===== config.mk =====
export PLATFORM = sky130hd
export DESIGN_NAME = puem_out_queue
export DESIGN_NICKNAME = d
export VERILOG_FILES = /design/src/hdl/puem_pkg.sv /design/src/hdl/puem_out_queue.sv
export SDC_FILE = /design/constraint.sdc
export NUM_CORES = 1
export LEC_CHECK = 0
export BUFFER_PORTS_ARGS = -buffer_cell sky130_fd_sc_hd__buf_2
export CAP_MARGIN = 20
export CORE_AREA = 2 2 137 139
export CTS_CLUSTER_SIZE = 40
export DETAILED_ROUTE_END_ITERATION = 10
export DIE_AREA = 0 0 139 141
export GPL_TIMING_DRIVEN = 1
export MAX_ROUTING_LAYER = met4
export PLACE_DENSITY = 0.7
export SKIP_CTS_REPAIR_TIMING = 1
export SYNTH_ARGS = -nofsm -noshare
export SYNTH_HDL_FRONTEND = slang
export SYNTH_SLANG_ARGS = --single-unit

===== constraint.sdc =====
create_clock -name i_clk -period 4 [get_ports i_clk]
set_input_delay 0.2 -clock i_clk [delete_from_list [all_inputs] [get_ports i_clk]]
set_output_delay 0.2 -clock i_clk [all_outputs]
set_load 0.05 [all_outputs]

===== src/hdl/puem_pkg.sv =====
`default_nettype none

package puem_pkg;

    localparam int COORD_W     = 11;
    localparam int COUNT_W     = 23;
    localparam int MARK_W      = 8;
    localparam int DIM_W       = 12;
    localparam int THR_W       = 31;
    localparam int CFG_DATA_W  = 31;
    localparam int CFG_INDEX_W = 2;
    localparam int OUT_TDATA_W = 56;

    localparam logic [MARK_W-1:0]  MARK_NONE    = 8'd0;
    localparam logic [MARK_W-1:0]  MARK_OUTSIDE = 8'd100;
    localparam logic [MARK_W-1:0]  MARK_ERROR   = 8'd255;
    localparam logic [COUNT_W-1:0] COUNT_MAX    = '1;
    localparam logic [DIM_W-1:0]   ROWS_MAX     = 12'd2048;

    // result queue, one entry per input item that yields results
    localparam int QUEUE_DEPTH = 4;
    localparam int QUEUE_AW    = 2;
    localparam int QUEUE_CW    = 3;

    typedef enum logic [CFG_INDEX_W-1:0] {
        CFG_FRAME_WIDTH    = 2'd0,
        CFG_FRAME_HEIGHT   = 2'd1,
        CFG_JUMP_THRESHOLD = 2'd2
    } t_cfg_index;

    // position and frame flags of one accepted pixel
    typedef struct packed {
        logic [COORD_W-1:0] row;
        logic [COORD_W-1:0] col;
        logic               last_col;
        logic               last_row;
        logic               has_first;
        logic               x_zero;
    } t_pos_info;

    // everything needed to form the one or two results of a pixel
    typedef struct packed {
        logic [COORD_W-1:0] row;
        logic [COORD_W-1:0] col;
        logic [MARK_W-1:0]  mark;
        logic [COUNT_W-1:0] count;
        logic               has_first;
        logic               last_row;
        logic               last_col;
    } t_item;

endpackage

`default_nettype wire


===== src/hdl/puem_out_queue.sv =====
`default_nettype none

module puem_out_queue import puem_pkg::*; (
    input  wire logic                   i_clk,
    input  wire logic                   i_rst_n,
    input  wire logic                   i_push,
    input  wire t_item                  i_item,
    output logic      [QUEUE_CW-1:0]    o_count,
    output logic                        o_tvalid,
    input  wire logic                   i_tready,
    output logic      [OUT_TDATA_W-1:0] o_tdata,
    output logic                        o_tlast,
    output logic      [0:0]             o_tuser
);

    t_item               r_q [QUEUE_DEPTH];
    logic [QUEUE_AW-1:0] r_wr_ptr;
    logic [QUEUE_AW-1:0] r_rd_ptr;
    logic [QUEUE_CW-1:0] r_count;
    logic                r_second;

    t_item               head;
    logic                show_first;
    logic                take;
    logic                pop;
    logic [COORD_W-1:0]  out_row;
    logic [MARK_W-1:0]   out_mark;

    assign head       = r_q[r_rd_ptr];
    assign show_first = head.has_first && !r_second;
    assign take       = o_tvalid && i_tready;
    assign pop        = take && !(show_first && head.last_row);

    always_ff @(posedge i_clk) begin
        if (i_push) begin
            r_q[r_wr_ptr] <= i_item;
        end
    end

    always_ff @(posedge i_clk) begin
        if (!i_rst_n) begin
            r_wr_ptr <= '0;
            r_rd_ptr <= '0;
            r_count  <= '0;
            r_second <= 1'b0;
        end else begin
            if (i_push) begin
                r_wr_ptr <= r_wr_ptr + QUEUE_AW'(1);
            end
            if (pop) begin
                r_rd_ptr <= r_rd_ptr + QUEUE_AW'(1);
                r_second <= 1'b0;
            end else if (take) begin
                r_second <= 1'b1;
            end
            r_count <= r_count + QUEUE_CW'(i_push) - QUEUE_CW'(pop);
        end
    end

    // first beat classifies the row above; second is the last-row pixel itself
    assign out_row  = show_first ? head.row - COORD_W'(1) : head.row;
    assign out_mark = show_first ? head.mark : MARK_NONE;

    assign o_count    = r_count;
    assign o_tvalid   = (r_count != '0);
    assign o_tdata    = {3'b000, head.count, out_mark, head.col, out_row};
    assign o_tlast    = show_first ? !head.last_row : 1'b1;
    assign o_tuser[0] = show_first ? 1'b0 : head.last_col;

endmodule

`default_nettype wire


After elaboration in Yosys (flattened, before gate mapping)
Memory sizes are Yosys's and may differ from the RTL's. A register that Yosys moved wholly into a read port is not among the register bits.
Cells that the tools add are included.
{"block": "totals", "inputBits": 60, "out_inout_bits": 62, "memories": 1, "regBits": 8, "mem_bits_rw": 224, "wordCells": 28}
{"memory": "r_q", "depth": 4, "word_bits": 56, "read_ports": 1, "rd_ports_with_merged_regs": 1, "write_ports": 1, "line_no": "puem_out_queue.sv:16", "text": "t_item r_q [QUEUE_DEPTH];"}
{"block": "classes", "bitwise_logic": 1, "n_addsub": 5, "n_mux": 8, "reduce_logical": 9}
{"op": "11-bit 2-to-1 mux", "n": 1}
{"op": "11-bit by 1-bit subtractor with 11-bit output, second input constant", "n": 1}
{"op": "8-bit 2-to-1 mux", "n": 1}
{"op": "2-bit by 1-bit adder with 2-bit output, second input constant", "n": 2}
{"op": "1-bit logical AND", "n": 4}
{"op": "1-bit 2-to-1 mux", "n": 4}
{"op": "2-bit 2-to-1 mux", "n": 2}
{"op": "3-bit by 1-bit adder with 3-bit output", "n": 1}
{"op": "1-bit zero test", "n": 3}
{"op": "3-bit nonzero test", "n": 1}
{"op": "3-bit by 1-bit subtractor with 3-bit output", "n": 1}
{"op": "2-bit OR reduction", "n": 1}
{"op": "1-bit NOT", "n": 1}

Logic depth before layout (Yosys ltp)
{"block": "depth", "depth_word": 7, "ltp_mapped": 9, "mapped_depth_nobuf": 8}

Worst setup path before layout
No wires, ideal clock.
{"block": "synth_timing", "kind": "register to output", "start": "reg with a tool-made name", "end": "out o_tdata[10]", "n_path_buf": 2, "arrival_time_ns": 2.451, "stages_incl_launch_ff": 8, "t_required_ns": 3.800, "slack_ns": 1.349, "cell_sequence": "dfxtp_1 > buf_6 > buf_6 > mux4_2 > inv_1 > ha_1 > nand4_1 > xnor2_1"}
{"item": "end, declared", "line_no": "puem_out_queue.sv:11", "text": "output logic [OUT_TDATA_W-1:0] o_tdata,"}

==> metrics.txt <==
crit path kind=flop to output pin; Post-synth top flop=edfxtp_1; post-route total power=6.932 mW; Pint=4.643 mW; wire per inst=19.63 µm; share of cells above drive strength 1=35.23%; Final Cycle Share=83.01%; critical path capture point type=output pin; placed instance area=9757 µm²; cell count after synthesis=389; Port Buf Inserts=118; Placed Cells=734; Max Cap Viol=0; Crit path depth=7; Max Clk Rate=301.2 MHz; WP data required=3.80 ns; y dimension of the die=141 µm; drc violations=0; top-level port count=122; Max Slew Vio Count=0; Hold Startpoint=i_tready; Post-Route WL=16350 µm; sw power=2.290 mW; Worst-path clk slew=0.06 ns; nets@finish=651; final worst setup slack=0.6797 ns; placer congestion estimate=0.6909; Initial Util=48.69%; Post-synth ARST share=0%; final core utilization=60.34%; most frequent cells in the layout=edfxtp_1, buf_2, dlygate4sd3_1; Root Driver=clkbuf_16; via count=4428; clk_skew=0.006537 ns; clk buf depth=3; Overflow after GRT=0; Hold Path Stages=3; vias in the first global route=4407; Seq pwr share=41.9%; EDFF count, synth=224; commonest non-fill, non-tap cell in the layout=edfxtp_1; RSZ-0062 raised after global routing=false; Sw Ratio=33.03%; CTS H-Tree Depth=1; combinational share of power=29.6%; Clk pwr share=28.5%; max incr delay on CP=0.68 ns; Ys Warns=0; Final ANT Viol Nets=0; Cell Area, Synth=8895 µm²; Slew @ Worst Pin=0.9909 ns; minimum clock period=3.320 ns; Iter 0 DRT Violations=205; post-route cell area=11020 µm²; Die Footprint=19600 µm²; Num CTS Buffers=24; global-route wire length before repair=24630 µm; CP max-delay cell=dfxtp_2; register area share after synthesis=77.87%; CP delay by family, top=buffers and inverters; CTS tree=done; Layout Cells excl Fill=833; worst hold slack=0.05707 ns; PD cells=628.9 nW/µm²; setup tns final=0 ns; clk_lat worst skew=0.50 ns; syn avg cell area=22.87 µm²; Worst Reg-to-Reg Cells=7; Post-DP HPWL=9716 µm; setup violators final=0; Place WS=1.141 ns; P&R area growth vs syn=23.93%; floorplan core area=18270 µm²; initial antenna violation count=0; worst path bufs/invs=3; Total GRT Usage=16.74%; post-synth cell types=33; Max FO, Critical Path=36; crit path DAT=3.12 ns; number of synthesized register bits=234; Rel. slew slack=33.94%; Min-Delay Path Class=primary input to flop; leakage power total=3.819 nW; ant diodes=0; DIE WIDTH=139 µm; status=completed; startpoint types=flop; VDD IR max=0.4776 mV; Initial DRT Pass Iterations=4; pin count of the biggest net entering global routing=37; Site Rows=50; Hold Vio Cnt, Final=0; vias per cell=5.316; worst path cell trace=buf_4 > mux4_2 > inv_1 > ha_1 > nand4_1 > xnor2_1 > buf_2; CTS Sinks=234
[path summary, 6_finish.rpt]
path | end | slack (ns)
max | o_tdata[10] | 0.68
min | r_second | 0.06
max reg2reg | o_count[1] | 1.17
min reg2reg | r_rd_ptr[0] | 0.58
[state kept, by name (all words and copies together), names as in the netlist, named ones only]
| signal | flops |
|---|---|
| r_second | 1 |
| o_count | 3 |
| r_rd_ptr | 2 |
| r_wr_ptr | 2 |
| r_q | 224 |
[per-layer routing]
metal  GRT usage, %  vias up  share of wire (%)
met2          26.39      132                 48
li1               -     1998                  -
met3          4.212       21                5.5
met1          22.56     2277                 45
met4          3.668        0                1.3
met5              -        -                  0
[worst register-to-register path, delay by kind of cell (launching register included)]
kind / cells / cell delay, ns
fa+ha+maj: 3 / 0.85
mux: 1 / 0.59
simple gates: 1 / 0.17
compound gates: 1 / 0.38
buf+inv: 1 / 0.06
flops: 1 / 0.68
[final cells by class]
type,count,area (µm²)
Sequential cell,234,6932
Tap cell,234,292.8
Clock buffer,35,663.1
Inverter,10,37.54
Fill cell,1291,7244
Clock inverter,7,32.53
Timing Repair Buffer,184,1229
Multi-Input combinational cell,129,1837
[cells by family (layout without fill, tap and decap cells)]
kind of cell             after synthesis  after routing  share of synthesized area (%)
flip-flops                           234            234                          77.87
multiplexers                          57             57                          14.59
AND/OR/NAND/NOR                       41             41                          2.757
buffers and inverters                 28            236                          1.618
XOR/XNOR                              14             14                          1.379
adder cells (fa/ha/maj)                8              8                          1.210
AO/OA/AOI/OAI                          6              6                         0.5346
other                                  1              3                        0.04216
[power groups by stage]
| stage | clock, mW | sequential [mW] | combinational, mW |
|---|---|---|---|
| 6_report | 1.97 | 2.91 | 2.05 |
| 5_1_grt | 2.12 | 2.92 | 2.18 |
| 2_1_floorplan | 0 | 2.96 | 1.60 |
| 3_3_place_gp | 0 | 2.95 | 2.00 |
| 4_1_cts | 2.03 | 2.91 | 2.03 |
| 3_5_place_dp | 0 | 2.96 | 2.02 |
[cells in the mapped netlist (5+ instances only)]
cell type	count	area share [%]
buf_2	7	0.39
edfxtp_1	224	76
mux4_1	7	2.1
xnor2_1	13	1.3
dfxtp_1	10	2.3
and3_1	8	0.56
inv_1	10	0.42
and2_1	8	0.56
clkbuf_1	5	0.21
ha_1	7	0.98
nor2_1	9	0.38
mux4_2	49	12
No activity file was read; power rests on OpenSTA's default activity.
