<file path="src/hdl/puem_pkg.sv">
`default_nettype none

package puem_pkg;

    localparam int COORD_W     = 11;
    localparam int COUNT_W     = 23;
    localparam int MARK_W      = 8;
    localparam int DIM_W       = 12;
    localparam int THR_W       = 31;
    localparam int CFG_DATA_W  = 31;
    localparam int CFG_INDEX_W = 2;
    localparam int OUT_TDATA_W = 56;

    localparam logic [MARK_W-1:0]  MARK_NONE    = 8'd0;
    localparam logic [MARK_W-1:0]  MARK_OUTSIDE = 8'd100;
    localparam logic [MARK_W-1:0]  MARK_ERROR   = 8'd255;
    localparam logic [COUNT_W-1:0] COUNT_MAX    = '1;
    localparam logic [DIM_W-1:0]   ROWS_MAX     = 12'd2048;

    // result queue, one entry per input item that yields results
    localparam int QUEUE_DEPTH = 4;
    localparam int QUEUE_AW    = 2;
    localparam int QUEUE_CW    = 3;

    typedef enum logic [CFG_INDEX_W-1:0] {
        CFG_FRAME_WIDTH    = 2'd0,
        CFG_FRAME_HEIGHT   = 2'd1,
        CFG_JUMP_THRESHOLD = 2'd2
    } t_cfg_index;

    // position and frame flags of one accepted pixel
    typedef struct packed {
        logic [COORD_W-1:0] row;
        logic [COORD_W-1:0] col;
        logic               last_col;
        logic               last_row;
        logic               has_first;
        logic               x_zero;
    } t_pos_info;

    // everything needed to form the one or two results of a pixel
    typedef struct packed {
        logic [COORD_W-1:0] row;
        logic [COORD_W-1:0] col;
        logic [MARK_W-1:0]  mark;
        logic [COUNT_W-1:0] count;
        logic               has_first;
        logic               last_row;
        logic               last_col;
    } t_item;

endpackage

`default_nettype wire

</file>
<file path="src/hdl/puem_classify.sv">
`default_nettype none

module puem_classify import puem_pkg::*; #(
    parameter int SAMPLE_BITS = 32
) (
    input  wire logic                          i_clk,
    input  wire logic                          i_rst_n,
    input  wire logic                          i_valid,
    input  wire t_pos_info                     i_info,
    input  wire logic signed [SAMPLE_BITS-1:0] i_cur,
    input  wire logic signed [SAMPLE_BITS-1:0] i_col0_sample,
    input  wire logic                          i_col0_mask,
    input  wire logic        [SAMPLE_BITS:0]   i_rd_data,
    input  wire logic        [THR_W-1:0]       i_threshold,
    output logic                               o_push,
    output t_item                              o_item,
    output logic             [1:0]             o_pending
);

    localparam int DW = (SAMPLE_BITS + 1 > THR_W + 1) ? SAMPLE_BITS + 1 : THR_W + 1;

    // stage 1: line data arrives
    logic                          r_s1_valid;
    t_pos_info                     r_s1_info;
    logic signed [SAMPLE_BITS-1:0] r_s1_cur;
    logic signed [SAMPLE_BITS-1:0] r_s1_col0_sample;
    logic                          r_s1_col0_mask;
    logic signed [SAMPLE_BITS-1:0] r_prev_sample;
    logic                          r_prev_mask;

    // stage 2: differences ready
    logic                          r_s2_valid;
    t_pos_info                     r_s2_info;
    logic signed [DW-1:0]          r_s2_dr;
    logic signed [DW-1:0]          r_s2_db;
    logic                          r_s2_mask;
    logic signed [DW-1:0]          r_thr_pos;
    logic signed [DW-1:0]          r_thr_neg;
    logic        [COUNT_W-1:0]     r_err;

    logic signed [SAMPLE_BITS-1:0] above;
    logic signed [SAMPLE_BITS-1:0] right;
    logic                          above_mask;
    logic signed [DW-1:0]          above_x;
    logic signed [DW-1:0]          right_x;
    logic signed [DW-1:0]          cur_x;
    logic signed [DW-1:0]          thr_x;
    logic                          jump;
    logic                          is_err;
    logic        [COUNT_W-1:0]     n_err;
    logic                          s1_push;

    // the pixel above is the previous item's right neighbour, except in column 0
    assign right      = signed'(i_rd_data[SAMPLE_BITS-1:0]);
    assign above      = r_s1_info.x_zero ? r_s1_col0_sample : r_prev_sample;
    assign above_mask = r_s1_info.x_zero ? r_s1_col0_mask : r_prev_mask;
    assign above_x    = DW'(above);
    assign right_x    = DW'(right);
    assign cur_x      = DW'(r_s1_cur);
    assign thr_x      = signed'(DW'(i_threshold));

    always_ff @(posedge i_clk) begin
        if (!i_rst_n) begin
            r_s1_valid <= 1'b0;
            r_s2_valid <= 1'b0;
            r_err      <= '0;
        end else begin
            r_s1_valid <= i_valid;
            r_s2_valid <= r_s1_valid;
            if (r_s2_valid) begin
                r_err <= (r_s2_info.last_row && r_s2_info.last_col) ? '0 : n_err;
            end
        end
    end

    always_ff @(posedge i_clk) begin
        r_thr_pos <= thr_x;
        r_thr_neg <= -thr_x;
        if (i_valid) begin
            r_s1_info        <= i_info;
            r_s1_cur         <= i_cur;
            r_s1_col0_sample <= i_col0_sample;
            r_s1_col0_mask   <= i_col0_mask;
        end
        if (r_s1_valid) begin
            r_prev_sample <= right;
            r_prev_mask   <= i_rd_data[SAMPLE_BITS];
            r_s2_info     <= r_s1_info;
            r_s2_dr       <= above_x - right_x;
            r_s2_db       <= above_x - cur_x;
            r_s2_mask     <= above_mask;
        end
    end

    // |d| > t  is  d > t or d < -t
    assign jump = (r_s2_dr > r_thr_pos) || (r_s2_dr < r_thr_neg) ||
                  (r_s2_db > r_thr_pos) || (r_s2_db < r_thr_neg);
    assign is_err = r_s2_info.has_first && !r_s2_info.last_col && r_s2_mask && jump;
    assign n_err  = (is_err && (r_err != COUNT_MAX)) ? r_err + COUNT_W'(1) : r_err;

    always_comb begin
        o_item.row       = r_s2_info.row;
        o_item.col       = r_s2_info.col;
        o_item.count     = n_err;
        o_item.has_first = r_s2_info.has_first;
        o_item.last_row  = r_s2_info.last_row;
        o_item.last_col  = r_s2_info.last_col;
        if (r_s2_info.last_col) begin
            o_item.mark = MARK_NONE;
        end else if (!r_s2_mask) begin
            o_item.mark = MARK_OUTSIDE;
        end else if (jump) begin
            o_item.mark = MARK_ERROR;
        end else begin
            o_item.mark = MARK_NONE;
        end
    end

    assign o_push    = r_s2_valid && (r_s2_info.has_first || r_s2_info.last_row);
    assign s1_push   = r_s1_valid && (r_s1_info.has_first || r_s1_info.last_row);
    assign o_pending = {1'b0, s1_push} + {1'b0, o_push};

endmodule

`default_nettype wire

</file>
<file path="config.mk">
export PLATFORM = sky130hd
export DESIGN_NAME = puem_classify
export DESIGN_NICKNAME = d
export VERILOG_FILES = /design/src/hdl/puem_pkg.sv /design/src/hdl/puem_classify.sv
export SDC_FILE = /design/constraint.sdc
export NUM_CORES = 1
export LEC_CHECK = 0
export BUFFER_PORTS_ARGS = -buffer_cell sky130_fd_sc_hd__buf_2
export CORE_MARGIN = 1.5
export CORE_UTILIZATION = 29
export DETAILED_ROUTE_END_ITERATION = 12
export SETUP_SLACK_MARGIN = 0.02
export SLEW_MARGIN = 20
export SYNTH_ARGS = -nofsm -noshare
export SYNTH_HDL_FRONTEND = slang
export SYNTH_SLANG_ARGS = --single-unit
</file>
<file path="constraint.sdc">
create_clock -name i_clk -period 11.1 [get_ports i_clk]
set_input_delay 2.775 -clock i_clk [delete_from_list [all_inputs] [get_ports i_clk]]
set_output_delay 2.775 -clock i_clk [all_outputs]
set_load 0.01 [all_outputs]
</file>
* Word-level counts from Yosys, hierarchy flattened
Cells that the tools add are included.
Storage, ports and cells: flip-flop bits (word level) 305, input port bits 158, output and inout port bits 59, word-level logic and storage cells 54
Cells by class: add/subtract/negate cells 5, $lt $le $gt $ge 4, equality and inequality tests 1, multiplexer cells 7, reduce and logical (&&, ||, !) cells 13
Operators by type and width (count):
- > comparator 33 x 32 -> 1 bit | 2
- less-than comparator 33 bit | 2
- subtractor 32 x 32 -> 33 bit | 2
- 2-to-1 mux 23 bit | 2
- negator 31 -> 33 bit | 1
- 2-to-1 mux 32 bit | 1
- 2-to-1 mux 8 bit | 3
- adder 23 x 1 -> 23 bit, second input constant | 1
- inequality test 23 bit, second input constant | 1
- logical AND 1 bit | 7
- logical OR 1 bit | 5
- adder 1 x 1 -> 2 bit | 1
- zero test 1 bit | 1
- 2-to-1 mux 1 bit | 1

* Longest topological paths before layout
depth in word-level cells 8, gate-level depth with buffers 15, gate-level depth less buffers 13

* Worst setup path before layout
OpenSTA, ideal clock, no wires.
path kind reg-to-output, start register r_s1_valid, end output o_pending[0], arrival 3622 ps, required time 8325 ps, path slack 4703 ps, cell stages (with the launch flop) 3, buffers on the path 0, cells stage by stage dfxtp_1 > o21a_1 > ha_1
On the way: cells in the longest elaborated chain, start to end 2
RTL lines:
- start, declared | RTL line puem_classify.sv:23 | logic r_s1_valid;
- start signal, assigned | RTL line puem_classify.sv:68 | r_s1_valid <= i_valid;
- logical AND 1 bit | RTL line puem_classify.sv:120 | assign s1_push = r_s1_valid && (r_s1_info.has_first || r_s1_info.last_row);
- adder 1 x 1 -> 2 bit | RTL line puem_classify.sv:121 | assign o_pending = {1'b0, s1_push} + {1'b0, o_push};
- end, declared | RTL line puem_classify.sv:17 | output logic [1:0] o_pending
No other way between the ends.

==> impl_metrics.ini <==
[die]
dieArea_sq_mm = 0.0588
start_util_pct = 29.4
num_rows = 87
die_y_um = 242
die_w_um = 242
ios = 217
coreArea_sq_mm = 0.0565

[global_routing]
track_usage_pct = 14.5
grt_max_degree = 74
grt_pass1_vias = 12300
grt_overflow = 0
antenna_found_initial = 9
grt_pass1_wl_mm = 67.1

[finish]
drive_above_1_share_pct = 19.1
final_cell_mix = edfxtp_1, buf_2, ha_1, inv_1, a21oi_1
nets = 2079
syn_to_final_growth_pct = 19.9
fin_cells = 2514
mostFrequentLayoutCell = edfxtp_1

[pwr]
power_frac_comb_pct = 17.9
clkPwrFrac_pct = 40.7
power_frac_seq_pct = 41.4
swShare_pct = 27.2
switchingPower_mw = 0.898
ir_drop_mv = 0.0840
powerDensity_mw_per_mm2 = 166
leakagePower_nw = 8.55
p_int_mw = 2.41

[placed_design]
dpl_worst_slack_ns = 4.32
place_hpwl_mm = 33.6
io_buffers = 216
dp_cells = 2441
place_congestion = 0.863

[sta]
worstMarginPinSlew_ns = 0.894
hold_ws_ns = 0.412
maxSlewHeadroom_pct = 40.3
min_period_over_period_pct = 65.2
finalClockSkew_ns = 0.0185
slew_violations = 0
rsz0062_at_grt = false
fin_tns_setup_ns = 0
hold_viol_final = 0
min_period_ns = 7.23
setup_slack_ns = 3.87
max_freq_ghz = 0.138
setup_viol = 0

[synthesis]
synth_edf_count = 216
yosysSeqAreaShare_pct = 49.6
synthArstFlopShare_pct = 0
synth_top_area_share_pct = 39.0
synth_area_leader_cell = edfxtp_1
ys_warn_count = 0
syn_nets = 1844
netlist_instances = 1491
synth_area_leaders = edfxtp_1, ha_1, dfxtp_1, xnor2_1, inv_1
synth.distinct_cells = 75
ys_ff_latch = 304
synth_area_per_cell_sq_um = 11.1
ys.flop_type = edfxtp_1
synth_area_sq_mm = 0.0166

[setup_path]
worst_setup_path_end_kind = primary output
start_kind = flop
path_class = reg2out
worstPathRequired_ns = 8.33
path_max_fanout = 24
worst_path_most_repeated_cell = a21oi_1
path_cells = ha_1 -> a21o_1 -> a21oi_1 -> o21ai_0 -> a2111oi_0 -> a21oi_1 -> a2111o_1 -> or3_1 -> nand2_2 -> nor2_1 -> xor2_1 -> buf_2
arrival_ns = 4.46
critPathMaxStageDelay_ns = 0.69
cp_slowest_cell = or3_1

[status]
status = finished clean

[clock_tree]
h-tree-depth = 2
clock_path_buffers = 3
cts_setup_buffers = 0
cts_tree = done
hold_buffers = 0
clock_latency_ns = 0.56
clock_sinks = 304
clkTransAtPathRegs_ns = 0.06
post_cts_resized = 0
cts_buffers = 39
cts-root-buf = clkbuf_16

[detailed_routing]
first_pass_iters = 5
finalWirelength_mm = 43.0
routed-via-count = 11900
routed_via_density = 4.74
drt-initial-drc-count = 631
ant_nets = 0
routedWlPerCell_um = 17.1
drc_errors = 0

[flow_run]
cap_violations = 0

[hold_path]
hold_class = reg2reg
## synth_stat cells, types with 4 or more instances
cell type	number
a211o_1	4
a21boi_0	5
a21o_1	37
nor2_1	64
inv_1	161
a211oi_1	8
or4_1	7
nand2b_1	10
o31a_1	7
or2_2	4
nand3b_1	5
xnor2_1	71
o41ai_1	5
o21ai_0	54
ha_1	193
nand2_1	82
or3_1	7
nand3_1	41
a31oi_1	13
nor3_1	31
o211ai_1	5
clkbuf_1	15
and3_1	15
dfxtp_1	88
o21bai_1	5
a2111oi_0	6
nor2b_1	12
nor4_1	15
xor2_1	32
nand4_1	33
edfxtp_1	216
buf_6	4
o21a_1	17
mux2_2	31
and2_1	9
a221oi_1	5
a21oi_1	109
buf_4	7
mux2i_1	5
## cell families (layout without fill, tap and decap cells)
family                   after synthesis  count (layout)  synth area share [%]
AO/OA/AOI/OAI                        314             314                  12.2
XOR/XNOR                             103             103                  5.43
buffers and inverters                188             454                  4.58
other                                  0               1                     0
flip-flops                           304             304                  49.6
adder cells (fa/ha/maj)              195             195                  14.8
multiplexers                          36              36                  2.40
AND/OR/NAND/NOR                      351             351                  11.0
## layer usage
metal | track usage, % | part of all wire [%]
met1 | 18.2 | 45
met4 | 4.32 | 2.3
met5 | 0 | 0.24
met3 | 3.63 | 5.0
met2 | 24.4 | 47
## sequential cells by signal, summed over array words and instances (netlist names), 23 cells and up
register          count
o_item               25
r_s1_col0_sample     32
r_s1_info            26
r_err                23
r_s2_db              33
r_s1_cur             32
r_prev_sample        32
r_thr_pos            30
r_thr_neg            33
r_s2_dr              33
## critical path, delay by kind of cell, from the launching register on
family,cells,cell delay [ns]
AOI/OAI and AO/OA,6,1.64
xor gates and xnor gates,1,0.15
adders and majority gates,1,0.35
buffers and inverters,1,0.15
DFF,1,0.41
and+or+nand+nor,3,1.21
## metrics by stage
stage,utilization [%],area (sq um),power [mW]
global placement,32.8,18500,1.98
finish,35.3,19900,3.30
detailed placement,32.8,18500,1.99
global route,35.3,19900,3.48
floorplan,-,16600,1.78
CTS,35.3,19900,3.36
## area by class of cell
| cell class | count | area (sq um) |
|---|---|---|
| inverters | 161 | 604 |
| fillers | 5609 | 36600 |
| clock buffers | 47 | 1100 |
| well taps | 756 | 946 |
| repair buffers | 221 | 1120 |
| multi-input cells | 999 | 7610 |
| clock inverters | 25 | 285 |
| flip-flops and latches | 304 | 8250 |
| diodes | 1 | 2.50 |
## power by group through the flow
stage	Combinational, mW	Clock (mW)	Sequential (mW)
2_1_floorplan	0.399	0	1.38
3_3_place_gp	0.584	0	1.39
3_5_place_dp	0.593	0	1.39
4_1_cts	0.596	1.40	1.37
5_1_grt	0.669	1.43	1.38
6_report	0.590	1.35	1.37
## path summary, 6_finish.rpt
path	startpoint	to	slack, ns	cells after the start
max	r_s2_db[26]	o_item[20]	3.87	12
min	r_s1_info[20]	o_item[50]	0.41	0
min reg2reg	r_s1_info[20]	o_item[50]	0.41	0
max reg2reg	r_s1_info[0]	r_s2_db[30]	6.26	14
Power figures use the tool's default switching activity.
